--- src/sv/clqgen_pkg.sv ---
// shared types and constants for the clique clause literal generator
package clqgen_pkg;

	localparam int MAX_ORDER_DEF  = 64;
	localparam int MAX_SUBSET_DEF = 5;

	localparam int VCOUNT_W  = 7;
	localparam int KSIZE_W   = 3;
	localparam int LITERAL_W = 12;
	localparam int STATUS_W  = 2;
	localparam int CFG_IDX_W = 2;
	localparam int CFG_DATA_W = 7;

	localparam logic [VCOUNT_W-1:0] VCOUNT_RST = 7'd5;
	localparam logic [KSIZE_W-1:0]  KSIZE_RST  = 3'd5;
	localparam logic [KSIZE_W-1:0]  KSIZE_SMALL = 3'd3;
	localparam logic [KSIZE_W-1:0]  KSIZE_LARGE = 3'd5;

	typedef enum logic [STATUS_W-1:0] {
		ST_LITERAL     = 2'd0,
		ST_DONE        = 2'd1,
		ST_UNSUPPORTED = 2'd2
	} status_t;

	typedef enum logic [CFG_IDX_W-1:0] {
		REG_VERTEX_COUNT = 2'd0,
		REG_SUBSET_SIZE  = 2'd1
	} reg_idx_t;

	// control handed to every cell of the row
	typedef struct packed {
		logic                restart;
		logic                load;
		logic                init;
		logic                step;
		logic [KSIZE_W-1:0]  k;
		logic [VCOUNT_W-1:0] n_minus_k;
	} walk_ctl_t;

	typedef struct packed {
		logic signed [LITERAL_W-1:0] literal;
		logic                        clause_end;
		status_t                     status;
	} lit_item_t;

endpackage

--- src/sv/clqgen_cell.sv ---
// one subset position: holds a vertex, takes part in the carry and pair-select chains
module clqgen_cell #(
	parameter int VW  = 6,
	parameter int PW  = 3,
	parameter int IDX = 0
) (
	input  logic                  clk,
	input  logic                  arst_n,
	input  clqgen_pkg::walk_ctl_t ctl,
	input  logic [PW-1:0]         pair_lo,
	input  logic [PW-1:0]         pair_hi,
	input  logic [VW-1:0]         lo_in,
	input  logic [VW-1:0]         hi_in,
	output logic [VW-1:0]         lo_out,
	output logic [VW-1:0]         hi_out,
	input  logic                  chg_in,
	input  logic [VW-1:0]         base_in,
	output logic                  chg_out,
	output logic [VW-1:0]         base_out,
	input  logic                  stuck_in,
	output logic                  stuck_out
);

	localparam int LW = ((VW > clqgen_pkg::VCOUNT_W) ? VW : clqgen_pkg::VCOUNT_W) + 1;

	logic [VW-1:0] v_q;
	logic [VW-1:0] v_eff;
	logic [VW-1:0] v_new;
	logic [LW-1:0] limit;
	logic          active;
	logic          can_inc;
	logic          inc;

	function automatic logic clique_idx_fits(input int i);
		clique_idx_fits = (i < 8);
	endfunction

	assign v_eff  = ctl.restart ? VW'(IDX) : v_q;
	assign active = (clique_idx_fits(IDX)) && (3'(IDX) < ctl.k);
	assign limit  = LW'(ctl.n_minus_k) + LW'(IDX);

	// largest value this position may take is n-k+position
	assign can_inc   = active && (LW'(v_eff) < limit);
	assign inc       = can_inc && stuck_in;
	assign stuck_out = stuck_in && !can_inc;

	always_comb begin
		if (inc) begin
			v_new = v_eff + VW'(1);
		end else if (chg_in) begin
			v_new = base_in + VW'(1);
		end else begin
			v_new = v_eff;
		end
	end

	assign chg_out  = chg_in || inc;
	assign base_out = v_new;

	assign lo_out = lo_in | ((pair_lo == PW'(IDX)) ? v_eff : '0);
	assign hi_out = hi_in | ((pair_hi == PW'(IDX)) ? v_eff : '0);

	always_ff @(posedge clk or negedge arst_n) begin
		if (!arst_n) begin
			v_q <= VW'(IDX);
		end else if (ctl.init) begin
			v_q <= VW'(IDX);
		end else if (ctl.load) begin
			v_q <= ctl.step ? v_new : v_eff;
		end
	end

endmodule

--- src/sv/clqgen_out_buf.sv ---
// output register with a skid entry so the request side sees only registered stall
module clqgen_out_buf (
	input  logic                  clk,
	input  logic                  arst_n,
	input  logic                  push,
	input  clqgen_pkg::lit_item_t push_item,
	output logic                  full,
	input  logic                  out_stall,
	output logic                  out_valid,
	output clqgen_pkg::lit_item_t out_item
);

	logic                  main_valid_q;
	logic                  skid_valid_q;
	clqgen_pkg::lit_item_t main_q;
	clqgen_pkg::lit_item_t skid_q;
	logic                  pop;

	assign pop       = main_valid_q && !out_stall;
	assign full      = skid_valid_q;
	assign out_valid = main_valid_q;
	assign out_item  = main_q;

	always_ff @(posedge clk or negedge arst_n) begin
		if (!arst_n) begin
			main_valid_q <= 1'b0;
			skid_valid_q <= 1'b0;
		end else begin
			if (skid_valid_q) begin
				if (pop) begin
					main_valid_q <= 1'b1;
					skid_valid_q <= 1'b0;
				end
			end else if (push) begin
				if (!main_valid_q || pop) begin
					main_valid_q <= 1'b1;
				end else begin
					skid_valid_q <= 1'b1;
				end
			end else if (pop) begin
				main_valid_q <= 1'b0;
			end
		end
	end

	always_ff @(posedge clk) begin
		if (skid_valid_q) begin
			if (pop) begin
				main_q <= skid_q;
			end
		end else if (push) begin
			if (!main_valid_q || pop) begin
				main_q <= push_item;
			end else begin
				skid_q <= push_item;
			end
		end
	end

endmodule

--- src/sv/clique_clause_literal_generator_top.sv ---
// clique clause literal generator: k-subset walk and edge literal stream
// Every accepted request gives one literal item, and a new request can be taken in every
// cycle while req_stall is low. A row of MAX_SUBSET cells holds the current subset; the
// step to the next subset ripples through that row in the same cycle as the last literal
// of the negative clause, so that rate holds across subsets too. The result side has an
// output register that drives the lit channel, plus one skid entry: req_stall rises only
// when both hold items the lit side has not taken. Writing vertex_count or the subset size
// restarts the walk at the first subset; cfg_ready is always high and writes are meant for
// an idle block. An unsupported n/k gives status 2 items, and after the last subset every
// request gives status 1 until a restart or a write.
module clique_clause_literal_generator_top #(
	parameter int MAX_ORDER  = clqgen_pkg::MAX_ORDER_DEF,
	parameter int MAX_SUBSET = clqgen_pkg::MAX_SUBSET_DEF
) (
	input  logic                                     clk,
	input  logic                                     arst_n,
	input  logic                                     cfg_valid,
	output logic                                     cfg_ready,
	input  logic [clqgen_pkg::CFG_IDX_W-1:0]         cfg_index,
	input  logic [clqgen_pkg::CFG_DATA_W-1:0]        cfg_data,
	input  logic                                     req_valid,
	output logic                                     req_stall,
	input  logic                                     restart,
	output logic                                     lit_valid,
	input  logic                                     lit_stall,
	output logic signed [clqgen_pkg::LITERAL_W-1:0]  literal,
	output logic                                     clause_end,
	output logic [clqgen_pkg::STATUS_W-1:0]          status
);

	localparam int VW   = $clog2(MAX_ORDER);
	localparam int PW   = $clog2(MAX_SUBSET);
	localparam int VARW = (2 * VW + 1 > clqgen_pkg::LITERAL_W) ? 2 * VW + 1 : clqgen_pkg::LITERAL_W;
	// pair index arithmetic: indices stay below 5, so 4 bits never overflow
	localparam int SW   = 4;
	localparam logic [8:0] ORDER_LIMIT = 9'(MAX_ORDER);
	localparam logic [clqgen_pkg::KSIZE_W-1:0] SUBSET_LIMIT = clqgen_pkg::KSIZE_W'(MAX_SUBSET);

	logic [clqgen_pkg::VCOUNT_W-1:0] vertex_count_q;
	logic [clqgen_pkg::KSIZE_W-1:0]  subset_size_q;
	logic [PW-1:0]                   pair_first_q;
	logic [PW-1:0]                   pair_second_q;
	logic                            colour_q;
	logic                            finished_q;

	logic                  accept;
	logic                  cfg_we;
	logic                  walk_init;
	logic                  cfg_ok;
	logic                  emit;
	logic [PW-1:0]         pf_eff;
	logic [PW-1:0]         ps_eff;
	logic                  colour_eff;
	logic                  finished_eff;
	logic [PW-1:0]         pf_next;
	logic [PW-1:0]         ps_next;
	logic                  colour_next;
	logic                  clause_last;
	logic [SW-1:0]         k_w;
	logic [SW-1:0]         ps1;
	logic [SW-1:0]         pf1;
	logic [SW-1:0]         ps2;
	clqgen_pkg::walk_ctl_t ctl;
	clqgen_pkg::lit_item_t item;
	clqgen_pkg::lit_item_t out_item;

	logic [VW-1:0] lo_c   [MAX_SUBSET+1];
	logic [VW-1:0] hi_c   [MAX_SUBSET+1];
	logic [VW-1:0] base_c [MAX_SUBSET+1];
	logic          chg_c  [MAX_SUBSET+1];
	logic          stuck_c[MAX_SUBSET+1];

	logic [VW-1:0]     lo_v;
	logic [VW-1:0]     hi_v;
	logic [2*VW-1:0]   tri_prod;
	logic [VARW-1:0]   edge_var;
	logic [VARW-1:0]   signed_var;

	assign cfg_ready = 1'b1;
	assign cfg_we    = cfg_valid && cfg_ready;
	assign accept    = req_valid && !req_stall;

	always_comb begin
		walk_init = 1'b0;
		if (cfg_we) begin
			unique case (cfg_index) inside
				clqgen_pkg::REG_VERTEX_COUNT,
				clqgen_pkg::REG_SUBSET_SIZE: walk_init = 1'b1;
				default:                     walk_init = 1'b0;
			endcase
		end
	end

	always_ff @(posedge clk or negedge arst_n) begin
		if (!arst_n) begin
			vertex_count_q <= clqgen_pkg::VCOUNT_RST;
			subset_size_q  <= clqgen_pkg::KSIZE_RST;
		end else if (cfg_we) begin
			unique case (cfg_index)
				clqgen_pkg::REG_VERTEX_COUNT: vertex_count_q <= cfg_data;
				clqgen_pkg::REG_SUBSET_SIZE:  subset_size_q  <= cfg_data[clqgen_pkg::KSIZE_W-1:0];
				default: ;
			endcase
		end
	end

	assign cfg_ok = ((subset_size_q == clqgen_pkg::KSIZE_SMALL) ||
	                 (subset_size_q == clqgen_pkg::KSIZE_LARGE)) &&
	                (subset_size_q <= SUBSET_LIMIT) &&
	                (vertex_count_q != '0) &&
	                (9'(vertex_count_q) <= ORDER_LIMIT) &&
	                (7'(subset_size_q) <= vertex_count_q);

	// restart takes effect before the literal of this item is formed
	assign pf_eff       = restart ? '0 : pair_first_q;
	assign ps_eff       = restart ? PW'(1) : pair_second_q;
	assign colour_eff   = restart ? 1'b0 : colour_q;
	assign finished_eff = restart ? 1'b0 : finished_q;

	assign emit = cfg_ok && !finished_eff;

	assign k_w = SW'(subset_size_q);
	assign ps1 = SW'(ps_eff) + SW'(1);
	assign pf1 = SW'(pf_eff) + SW'(1);
	assign ps2 = pf1 + SW'(1);

	always_comb begin
		clause_last = 1'b0;
		pf_next     = pf_eff;
		ps_next     = PW'(ps1);
		colour_next = colour_eff;
		if (ps1 >= k_w) begin
			if (ps2 >= k_w) begin
				clause_last = 1'b1;
				pf_next     = '0;
				ps_next     = PW'(1);
				colour_next = !colour_eff;
			end else begin
				pf_next = PW'(pf1);
				ps_next = PW'(ps2);
			end
		end
	end

	always_comb begin
		ctl.restart   = restart;
		ctl.load      = accept;
		ctl.init      = walk_init;
		ctl.step      = emit && clause_last && colour_eff;
		ctl.k         = subset_size_q;
		ctl.n_minus_k = vertex_count_q - 7'(subset_size_q);
	end

	assign lo_c[0]             = '0;
	assign hi_c[0]             = '0;
	assign chg_c[0]            = 1'b0;
	assign base_c[0]           = '0;
	assign stuck_c[MAX_SUBSET] = 1'b1;

	for (genvar p = 0; p < MAX_SUBSET; p++) begin : g_cell
		clqgen_cell #(
			.VW (VW),
			.PW (PW),
			.IDX(p)
		) u_cell (
			.clk      (clk),
			.arst_n   (arst_n),
			.ctl      (ctl),
			.pair_lo  (pf_eff),
			.pair_hi  (ps_eff),
			.lo_in    (lo_c[p]),
			.hi_in    (hi_c[p]),
			.lo_out   (lo_c[p+1]),
			.hi_out   (hi_c[p+1]),
			.chg_in   (chg_c[p]),
			.base_in  (base_c[p]),
			.chg_out  (chg_c[p+1]),
			.base_out (base_c[p+1]),
			.stuck_in (stuck_c[p+1]),
			.stuck_out(stuck_c[p])
		);
	end

	always_comb begin
		if (lo_c[MAX_SUBSET] > hi_c[MAX_SUBSET]) begin
			lo_v = hi_c[MAX_SUBSET];
			hi_v = lo_c[MAX_SUBSET];
		end else begin
			lo_v = lo_c[MAX_SUBSET];
			hi_v = hi_c[MAX_SUBSET];
		end
	end

	// triangular edge number hi*(hi-1)/2 + lo + 1; hi of zero gives a zero product
	assign tri_prod   = (2*VW)'(hi_v) * (2*VW)'(hi_v - VW'(1));
	assign edge_var   = VARW'(tri_prod >> 1) + VARW'(lo_v) + VARW'(1);
	assign signed_var = colour_eff ? (VARW'(0) - edge_var) : edge_var;

	always_comb begin
		if (!cfg_ok) begin
			item.literal    = '0;
			item.clause_end = 1'b0;
			item.status     = clqgen_pkg::ST_UNSUPPORTED;
		end else if (finished_eff) begin
			item.literal    = '0;
			item.clause_end = 1'b0;
			item.status     = clqgen_pkg::ST_DONE;
		end else begin
			item.literal    = signed_var[clqgen_pkg::LITERAL_W-1:0];
			item.clause_end = clause_last;
			item.status     = clqgen_pkg::ST_LITERAL;
		end
	end

	always_ff @(posedge clk or negedge arst_n) begin
		if (!arst_n) begin
			pair_first_q  <= '0;
			pair_second_q <= PW'(1);
			colour_q      <= 1'b0;
			finished_q    <= 1'b0;
		end else if (walk_init) begin
			pair_first_q  <= '0;
			pair_second_q <= PW'(1);
			colour_q      <= 1'b0;
			finished_q    <= 1'b0;
		end else if (accept) begin
			if (emit) begin
				pair_first_q  <= pf_next;
				pair_second_q <= ps_next;
				colour_q      <= colour_next;
				finished_q    <= ctl.step ? stuck_c[0] : 1'b0;
			end else begin
				pair_first_q  <= pf_eff;
				pair_second_q <= ps_eff;
				colour_q      <= colour_eff;
				finished_q    <= finished_eff;
			end
		end
	end

	clqgen_out_buf u_out_buf (
		.clk      (clk),
		.arst_n   (arst_n),
		.push     (accept),
		.push_item(item),
		.full     (req_stall),
		.out_stall(lit_stall),
		.out_valid(lit_valid),
		.out_item (out_item)
	);

	assign literal    = out_item.literal;
	assign clause_end = out_item.clause_end;
	assign status     = out_item.status;

endmodule

--- config.mk ---
export PLATFORM = sky130hd
export DESIGN_NAME = clique_clause_literal_generator_top
export DESIGN_NICKNAME = d
export VERILOG_FILES = /design/src/sv/clqgen_pkg.sv /design/src/sv/clqgen_cell.sv /design/src/sv/clqgen_out_buf.sv /design/src/sv/clique_clause_literal_generator_top.sv
export SDC_FILE = /design/constraint.sdc
export NUM_CORES = 1
export LEC_CHECK = 0
export BUFFER_PORTS_ARGS = -buffer_cell sky130_fd_sc_hd__buf_2
export CORE_ASPECT_RATIO = 1.2
export CORE_MARGIN = 2
export CORE_UTILIZATION = 50
export CTS_BUF_LIST = sky130_fd_sc_hd__clkbuf_16
export DETAILED_ROUTE_END_ITERATION = 12
export GPL_ROUTABILITY_DRIVEN = 0
export PLACE_DENSITY = 0.65
export RECOVER_POWER = 50
export SETUP_SLACK_MARGIN = 0.5
export SYNTH_ARGS = -nofsm -noshare
export SYNTH_HDL_FRONTEND = slang
export SYNTH_SLANG_ARGS = --single-unit
--- constraint.sdc ---
create_clock -name clk -period 11.9 [get_ports clk]
set_input_delay 2.38 -clock clk [delete_from_list [all_inputs] [get_ports clk]]
set_output_delay 2.38 -clock clk [all_outputs]
set_load 0.01 [all_outputs]
==> results of run 1 <==
-- area by class of cell --
type,instances,area share (%)
Clock inverter,7,0.862
Sequential cell,80,21.9
Inverter,88,3.35
Clock buffer,9,2.28
Multi-Input combinational cell,866,65.9
Tap cell,220,2.79
Timing Repair Buffer,50,2.93
-- report_power, final --
group          internal (uW)  switching [uW]  total [uW]
combinational            367             590         957
sequential               343            43.1         386
clock                    166             122         289
-- layer usage --
metal / routed length [um] / GRT usage (%)
met5: 0 / 0
met4: 652 / 8.68
met3: 1640 / 4.10
met2: 10600 / 40.5
met1: 11000 / 35.6
-- critical path, delay by kind of cell --
kind / cells / cell delay, ps
fa+ha+maj: 7 / 3040
xor+xnor: 3 / 590
compound gates: 10 / 1810
buf+inv: 7 / 890
simple gates: 10 / 1970
mux: 2 / 370
-- state kept, by name, summed over array words and instances, names as in the netlist --
signal / count
vertex_count_q: 7
subset_size_q: 3
pair_second_q: 3
u_out_buf.skid_q: 15
u_out_buf.out_valid: 1
finished_q: 1
colour_q: 1
g_cell.u_cell.v_q: 30
pair_first_q: 3
u_out_buf.out_item: 15
u_out_buf.full: 1
-- cells in the final DEF, fill, tap and decap left out, types with 11 or more instances in the layout --
cell and instances:
mux2i_1 18, a21o_1 11, o21ai_0 74, a21oi_1 48
ha_1 99, and2_1 11, or3_1 11, mux2_2 20
dfrtp_1 40, fa_1 22, buf_4 15, nand2_1 99
o31ai_1 21, edfxtp_1 30, nor2b_1 36, nand3_1 25
nand2b_1 22, inv_1 88, xor2_1 19, clkbuf_1 18
nor2_1 79, buf_2 14, nor3_1 27, a22o_1 11
xnor2_1 43
-- cell usage after synthesis (all sizes together), types with 24 or more instances --
| cell type | n | area [um^2] |
|---|---|---|
| a21oi | 49 | 245 |
| clkbuf | 30 | 113 |
| dfrtp | 40 | 1000 |
| edfxtp | 30 | 901 |
| ha | 100 | 1250 |
| inv | 88 | 330 |
| nand2 | 100 | 375 |
| nand3 | 25 | 125 |
| nor2 | 79 | 297 |
| nor2b | 36 | 225 |
| nor3 | 29 | 156 |
| o21ai | 76 | 380 |
| o31ai | 24 | 185 |
| xnor2 | 43 | 377 |
-- cell families after synthesis --
family	Yosys count	synth area share, %
simple gates	369	20.6
compound gates	271	20.4
buf+inv	125	5.35
fa+ha+maj	122	18.8
flops	80	24.0
xor+xnor	62	6.03
mux	40	4.86
other cells	1	0.0416
-- repair_timing --
action / CTS / global route
setup buffers: 0 / 3
hold endpoints to repair: 0 / 0
resized for setup: 0 / 14
endpoints found under the setup margin: 0 / 8
-- how the worst min path moves through the flow --
stage	from	to	slack (ps)	depth (start not counted)
after global placement	u_out_buf.skid_q[7]$_DFFE_PP_	u_out_buf.out_item[7]$_DFFE_PP_	500	2
after floorplan	colour_q$_DFFE_PN0P_	colour_q$_DFFE_PN0P_	460	2
after detailed placement	colour_q$_DFFE_PN0P_	colour_q$_DFFE_PN0P_	500	2
final	colour_q$_DFFE_PN0P_	colour_q$_DFFE_PN0P_	510	2
after CTS	colour_q$_DFFE_PN0P_	colour_q$_DFFE_PN0P_	520	2
after global routing	vertex_count_q[0]$_DFFE_PN1P_	vertex_count_q[0]$_DFFE_PN1P_	540	2
-- through the flow --
| step | total power (uW) | area, um^2 | worst slack [ps] | hold slack (ps) | std cells |
|---|---|---|---|---|---|
| after floorplan | 1090 | 9050 | 519 | 464 | 1070 |
| after global placement | 1330 | 9470 | 407 | 505 | 1300 |
| after detailed placement | 1330 | 9470 | 210 | 502 | 1300 |
| after CTS | 1630 | 9780 | 569 | 519 | 1316 |
| after global routing | 1770 | 9870 | 465 | 543 | 1320 |
| final | 1630 | 9870 | 926 | 510 | 1320 |
==> reports/metrics.cfg, run 1 <==
[grt]
grt_pass1_vias=7661
antenna_found_initial=0
overflow=0
grtUsageTotal_pct=25.5
grt_max_degree=51
grt_pass1_wl_um=39200

[clock_tree]
ctsHoldBuffers=0
cts.sinks=80
clk_latency_ps=350
root_buffer=clkbuf_16
clkTransAtPathRegs_ps=60
cts_inserted_buffers=9
cts_tree=built
htree_levels=3
clk_path_buf_depth=2

[yosys]
synth-edff-count=30
ys_async_sr_fraction_pct=62.5
synth_ff_type=dfrtp_1
synth_area_per_cell_um2=8.42
syn_area_um2=9010
synth_nets=1207
synth_seq_cells=80
yosysSeqAreaShare_pct=24.0
synth.distinct_cells=81
yosysWarnings=0
synthCells=1070

[cells_and_area]
diodes=0
fill_cells=1608
area_growth_pct=9.50
nets=1232
final_util_pct=56.1
seq_area_um2=2160
multi_input_area_um2=6500
drive_above_1_share_pct=10.3

[worst_setup_path]
crit_path_end=u_out_buf.out_item[14]$_DFFE_PP_
rr_worst_depth=36
slowest_delay_ps=540
worstSetupPathType=in -> reg
cp-start-kind=primary input
rrSetupSlack_ps=2540
endpoint_kind=flip-flop
reg2reg_to=u_out_buf.out_item[14]$_DFFE_PP_
worstSetupStartpoint=restart
worstPathMaxFanout=25
reg2reg_from=pair_second_q[0]$_DFFE_PN1P_
crit_slowest_cell=fa_1
path_common_cell=fa_1
critPathArrivalTime_ps=11080
required_ps=12000

[die]
coreArea_um2=17600
die_y_um=151
die_x_um=127
dieArea_um2=19100
row_count=53
start_util_pct=51.3
io_pins=33

[timing]
worstMarginPinSlew_ps=2890
fmax_mhz=91.1
fin_crit_sh_pct=92.2
max_slew_margin_pct=-92.6
fin_setup_tns_ps=0
min_period_ps=10970
finalHoldViolCount=0
slew_violations=51
finalSetupViolCount=0
fin_worst_skew_ps=9.83
rsz0062_at_grt=false

[drt]
drt_iter0_markers=742
ant_nets=0
firstDrtPassIters=5
via_count=8014
remaining_drc_errors=0
routedWlPerCell_um=18.1
vias_per_cell=6.07
drt-total-wl_um=23900

[pwr]
power.density_nw_per_um2=165
leakagePower_uw=0.00422
peakVddDrop_mv=0.0652

[outcome]
status=finished, violations left
violations=max-capacitance violations, max-slew violations

[hold_path]
hold_class=reg -> reg

[place]
portBuffers=31
hpwl_um=18500

[run]
timing.max_cap.violations=1

Note: power is estimated with default switching activity, not from simulation.
==> inputs of run 2 (changes only) <==
--- a/config.mk
+++ b/config.mk
@@ -5,6 +5,7 @@
 export SDC_FILE = /design/constraint.sdc
 export NUM_CORES = 1
 export LEC_CHECK = 0
+export ABC_AREA = 1
 export BUFFER_PORTS_ARGS = -buffer_cell sky130_fd_sc_hd__buf_2
 export CORE_ASPECT_RATIO = 1.2
 export CORE_MARGIN = 2
==> run 2 against run 1 <==
  * The flow still finishes with violations (max-capacitance violations, max-slew violations)
  * Critical path depth grew 5
  * Power shrank 5.4%
  * Core utilization shrank 0.94 points
  * Global-route usage grew 0.27 points
==> reports/metrics.cfg, run 2 <==
[outcome]
status=finished, violations left
violations=max-capacitance violations, max-slew violations

[yosys]
yosysTopAreaCellShare_pct=13.5  ; -0.40 points
synth.distinct_cells=61  ; -25%
ys_async_sr_fraction_pct=62.5  ; unchanged
yosysWarnings=0  ; unchanged
yosysSeqAreaShare_pct=23.3  ; -0.69 points
synthCells=1302  ; +22%
synth_nets=1439  ; +19%
synth_ff_type=dfrtp_1
synth_seq_cells=80  ; unchanged
synth_top_cell_by_area=ha_1
synth-edff-count=30  ; unchanged
syn_area_um2=9280  ; +3.0%
synthTopCellsByCount=nand2_1, inv_1, nor2_1
synth.most_common_cell=nand2_1
yosys-top-cells-area=ha_1, nand2_1, dfrtp_1, edfxtp_1, inv_1
synth_area_per_cell_um2=7.13  ; -15%

[worst_setup_path]
cp-start-kind=primary input
slowest_delay_ps=550  ; about the same
required_ps=12000  ; about the same
critPathArrivalTime_ps=10820  ; -260 ps
endpoint_kind=flip-flop
worstSetupPathType=in -> reg
crit_slowest_cell=fa_1
path_common_cell=inv_1
worstPathMaxFanout=20  ; -20%

[clock_tree]
clk_path_buf_depth=2  ; unchanged
cts.sinks=80  ; unchanged
clkTransAtPathRegs_ps=70  ; about the same
htree_levels=3  ; unchanged
cts_inserted_buffers=9  ; unchanged
root_buffer=clkbuf_16
ctsHoldBuffers=0  ; unchanged
cts_tree=built
clk_latency_ps=360  ; about the same

[drt]
firstDrtPassIters=5  ; unchanged
ant_nets=0  ; unchanged
routedWlPerCell_um=15.5  ; -14%
drt_iter0_markers=513  ; -31%
remaining_drc_errors=0  ; unchanged
drt-total-wl_um=24300  ; +1.6%
via_count=8473  ; +5.7%
vias_per_cell=5.41  ; -11%

[grt]
grt_pass1_vias=8268  ; +7.9%
grtUsageTotal_pct=25.8  ; +0.27 points
antenna_found_initial=0  ; unchanged
grt_max_degree=51  ; unchanged
grt_pass1_wl_um=40500  ; +3.2%
overflow=0  ; unchanged

[pwr]
combPwrFrac_pct=55.9  ; -2.8 points
power.density_nw_per_um2=154  ; -6.9%
p_sw_share_pct=47.1  ; +0.79 points
peakVddDrop_mv=0.0758  ; +16%
internal_power_uw=817  ; -6.8%
pwr-share-clk_pct=20.7  ; +3.0 points
p_switching_uw=727  ; -3.7%
p_seq_share_pct=23.4  ; -0.2 points
leakagePower_uw=0.00494  ; +17%

[place]
portBuffers=31  ; unchanged
place_area_um2=9710  ; +2.5%
hpwl_um=19400  ; +4.8%

[timing]
finalSetupViolCount=0  ; unchanged
max_slew_margin_pct=-95.4  ; -2.8 points
worstMarginPinSlew_ps=2930  ; +41.7 ps
fin_setup_tns_ps=0  ; unchanged
fmax_mhz=93.3  ; +2.4%
fin_hold_ws_ps=498  ; -12.0 ps
fin_worst_skew_ps=9.91  ; +0.0828 ps
min_period_ps=10710  ; -260 ps
fin_crit_sh_pct=90.0  ; -2.2 points
finalHoldViolCount=0  ; unchanged
rsz0062_at_grt=false
slew_violations=51  ; unchanged

[die]
die_x_um=128  ; +1.4%
start_util_pct=51.1  ; -0.22 points
io_pins=33  ; unchanged
coreArea_um2=18200  ; +3.4%
dieArea_um2=19700  ; +2.9%
die_y_um=153  ; +1.4%
row_count=54  ; +1.9%

[cells_and_area]
top_register=g_cell.u_cell.v_q
drive_above_1_share_pct=11.3  ; +0.98 points
largest_reg_flops=30  ; unchanged
diodes=0  ; unchanged
nets=1474  ; +20%
final_common_cell=nand2_1
most-common-layout-cells=nand2_1, inv_1, nor2_1
area_growth_pct=8.13
final_area_um2=10000  ; +1.7%

[hold_path]
hold_class=reg -> reg

[run]
timing.max_cap.violations=1  ; unchanged

## run 2: cell types whose count changed after synthesis, moves of 27 or more
cell     before  now
nor2b_1      36    0
nand3_1      25   52
nor2_1       79  136
inv_1        88  235
o22ai_1       4   32
nand2_1     100  273
## run 2: worst max-delay path: cells and delay by family
family                   cells  cell delay [ps]
AND/OR/NAND/NOR             16             2430
adder cells (fa/ha/maj)      7             2980
XOR/XNOR                     2              460
buffers and inverters       11             1380
AO/OA/AOI/OAI                8             1180
## run 2: power by group through the flow
| stage | logic, uW | registers (uW) | clock network, uW |
|---|---|---|---|
| after CTS | 871 | 362 | 325 |
| after floorplan | 660 | 367 | 0 |
| after global routing | 987 | 368 | 336 |
| after detailed placement | 862 | 367 | 0 |
| final | 863 | 362 | 319 |
| after global placement | 855 | 366 | 0 |
## run 2: repair_timing
action,CTS,global route
gates resized for setup,0,5
setup buffers,0,1
endpoints found under the setup margin,0,8
## run 2: per-stage QoR
stage	cells	total power (uW)	util [%]	setup WS, ps
6_report	1566	1540	55.2	1190
5_1_grt	1566	1690	55.2	507
4_1_cts	1565	1560	55.2	965
3_5_place_dp	1549	1230	53.4	626
3_3_place_gp	1549	1220	53.4	812
2_1_floorplan	1302	1030	-	1340
## run 2: cell type report
class	instances	area (um^2)
Clock buffer	9	225
Clock inverter	7	110
Fill cell	1834	8140
Inverter	255	967
Multi-Input combinational cell	945	6040
Sequential cell	80	2160
Tap cell	224	280
Timing Repair Buffer	46	248
## run 2: cell families after synthesis
group	Yosys count	synth area share (%)
AND/OR/NAND/NOR	564	28.6
buffers and inverters	277	11.7
AO/OA/AOI/OAI	212	13.8
adder cells (fa/ha/maj)	122	18.2
flip-flops	80	23.3
XOR/XNOR	46	4.34
other	1	0.0404
## run 2: worst paths after layout
path | startpoint | to | slack [ps] | cells after the start
setup / recovery | restart | u_out_buf.out_item[14]$_DFFE_PP_ | 1190 | 44
min in group asynchronous | arst_n | g_cell[0].u_cell.v_q[4]$_DFFE_PN0P_ | 3080 | 2
max in group asynchronous | arst_n | colour_q$_DFFE_PN0P_ | 7170 | 2
hold / removal | g_cell[4].u_cell.v_q[2]$_DFFE_PN1P_ | g_cell[4].u_cell.v_q[2]$_DFFE_PN1P_ | 500 | 2
hold reg to reg | g_cell[4].u_cell.v_q[2]$_DFFE_PN1P_ | g_cell[4].u_cell.v_q[2]$_DFFE_PN1P_ | 500 | 2
setup reg to reg | pair_second_q[0]$_DFFE_PN1P_ | u_out_buf.out_item[14]$_DFFE_PP_ | 2990 | 45
## run 2: metal layers
layer,global-route usage (%),vias up,part of all wire (%)
met5,0,-,0
met4,11.1,0,3.8
met3,3.43,56,3.8
met2,45.6,192,51
met1,31.2,3938,42
li1,-,4287,-
==> inputs of run 3 (changes only) <==
==> constraint.sdc (replaced) <==
create_clock -name clk -period 13.9 [get_ports clk]
set_input_delay 2.78 -clock clk [delete_from_list [all_inputs] [get_ports clk]]
set_output_delay 2.78 -clock clk [all_outputs]
set_load 0.01 [all_outputs]
==> run 3 against run 2 <==
  * Combinational power is 16% lower
  * Cell count decreased by 0.64%
  * Sequential share of layout area grew 0.20 points
  * Critical path type unchanged
  * Core utilization decreased by 0.50 points
  * The run still ends with max-capacitance violations, max-slew violations left
  * Clock skew grew 3.3 ps
==> reports/metrics.cfg, run 3 (synthesized netlist as in run 2, its figures left out) <==
[timing]
finalSetupViolCount=0  ; unchanged
fin_crit_sh_pct=88.6
fmax_mhz=81.2
worstMarginPinSlew_ps=3020  ; +87.4 ps
slew_violations=51  ; unchanged
min_period_ps=12310
max_slew_margin_pct=-101  ; -5.8 points
fin_setup_tns_ps=0  ; unchanged
fin_worst_skew_ps=13.2  ; +3.31 ps
rsz0062_at_grt=false
finalHoldViolCount=0  ; unchanged

[pwr]
power.density_nw_per_um2=132  ; -14%
pwr-share-clk_pct=21.2  ; +0.5 points
p_sw_share_pct=47.1  ; +0.056 points
p_switching_uw=620  ; -15%
peakVddDrop_mv=0.0707  ; -6.8%
p_seq_share_pct=23.6  ; +0.2 points
power.total_uw=1310  ; -15%
combPwrFrac_pct=55.3  ; -0.6 points
leakagePower_uw=0.00490  ; -0.82%
internal_power_uw=694  ; -15%

[clock_tree]
clk_latency_ps=360  ; about the same
ctsHoldBuffers=0  ; unchanged
root_buffer=clkbuf_16
cts-resized-gates=0  ; unchanged
cts_tree=built
cts.sinks=80  ; unchanged
htree_levels=3  ; unchanged
clkTransAtPathRegs_ps=70  ; about the same
clk_path_buf_depth=2  ; unchanged
cts_setup_buffers=0  ; unchanged
cts_inserted_buffers=9  ; unchanged

[grt]
grt_max_degree=51  ; unchanged
grtUsageTotal_pct=26.1  ; +0.29 points
grt_pass1_vias=8428  ; +1.9%
grt_pass1_wl_um=41000  ; +1.3%
antenna_found_initial=0  ; unchanged
overflow=0  ; unchanged

[hold_path]
hold_class=reg -> reg

[outcome]
status=finished, violations left
violations=max-capacitance violations, max-slew violations

[cells_and_area]
nets=1464  ; -0.68%
area_growth_pct=7.16
seq_area_um2=2160  ; unchanged
final_util_pct=54.7  ; -0.50 points
multi_input_area_um2=6020  ; -0.27%
final_cells=1556  ; -0.64%
top_register=g_cell.u_cell.v_q
most-common-layout-cells=nand2_1, inv_1, nor2_1
drive_above_1_share_pct=10.4  ; -0.82 points
final_common_cell=nand2_1
diodes=0  ; unchanged
fill_cells=1796  ; -2.1%
largest_reg_flops=30  ; unchanged

[drt]
vias_per_cell=5.42  ; +0.24%
drt-total-wl_um=24300  ; about the same
remaining_drc_errors=0  ; unchanged
drt_iter0_markers=470  ; -8.4%
via_count=8439  ; -0.40%
firstDrtPassIters=9  ; +4
routedWlPerCell_um=15.6  ; +0.65%
ant_nets=0  ; unchanged

[die]
die_y_um=153  ; unchanged
dieArea_um2=19700  ; unchanged
start_util_pct=51.1  ; unchanged
io_pins=33  ; unchanged
coreArea_um2=18200  ; unchanged
die_x_um=128  ; unchanged
row_count=54  ; unchanged

[worst_setup_path]
critPathArrivalTime_ps=12430  ; +1610 ps
cp-start-kind=primary input
slowest_delay_ps=600  ; +50 ps
worstSetupPathType=in -> reg
worstPathMaxFanout=38  ; +90%
path_common_cell=inv_1
crit_slowest_cell=a31oi_1
endpoint_kind=flip-flop
required_ps=14010  ; +2010 ps
crit_family=adder cells
path_buf_inv=12  ; +1

[place]
portBuffers=31  ; unchanged
dp.cells=1540  ; -0.58%
hpwl_um=19400  ; -0.37%

[run]
timing.max_cap.violations=1  ; unchanged

-- run 3: changes by cell type in the layout (fill, tap and decap cells not counted), moves of 2 or more --
cell      change
buf_2         +2
buf_4        -10
clkbuf_1      -2
inv_8         +2
-- run 3: tightest hold or removal path, stage by stage (launching register included) --
cell and delay [ps]:
dfstp_2 380, inv_1 60, a32oi_1 50
-- run 3: layer usage --
| layer | global-route usage, % | up-vias | share of wire (%) |
|---|---|---|---|
| met5 | 0 | - | 0 |
| met4 | 11.8 | 0 | 4.5 |
| met3 | 3.01 | 66 | 3.7 |
| met2 | 46.3 | 228 | 50 |
| met1 | 31.4 | 3883 | 42 |
| li1 | - | 4262 | - |
-- run 3: cell type report --
class,instances,share of cell area (%)
Sequential cell,80,21.8
Multi-Input combinational cell,945,60.6
Inverter,255,9.73
Tap cell,224,2.82
Clock buffer,9,2.27
Clock inverter,7,1.09
Timing Repair Buffer,36,1.76
-- run 3: worst paths after layout --
check | start | endpoint | slack, ps | cells after the start
min in group asynchronous | arst_n | vertex_count_q[4]$_DFFE_PN0P_ | 3510 | 2
worst min register to register | g_cell[4].u_cell.v_q[2]$_DFFE_PN1P_ | g_cell[4].u_cell.v_q[2]$_DFFE_PN1P_ | 500 | 2
worst max-delay path | restart | u_out_buf.out_item[14]$_DFFE_PP_ | 1590 | 47
worst max register to register | pair_second_q[0]$_DFFE_PN1P_ | u_out_buf.out_item[14]$_DFFE_PP_ | 4070 | 47
max in group asynchronous | arst_n | g_cell[1].u_cell.v_q[1]$_DFFE_PN0P_ | 8690 | 2
worst min-delay path | g_cell[4].u_cell.v_q[2]$_DFFE_PN1P_ | g_cell[4].u_cell.v_q[2]$_DFFE_PN1P_ | 500 | 2
-- run 3: power by group through the flow --
stage               Combinational, uW  Sequential [uW]  Clock [uW]
finish                            726              310         278
global route                      830              314         289
CTS                               736              309         280
detailed placement                732              314           0
global placement                  723              314           0
floorplan                         565              314           0
-- run 3: through the flow --
stage	setup WS [ps]	area, um^2	hold WS [ps]
after floorplan	2940	9280	456
after global placement	1410	9640	473
after detailed placement	1140	9640	482
after CTS	1470	9970	493
after global routing	714	9940	520
final	1590	9940	497
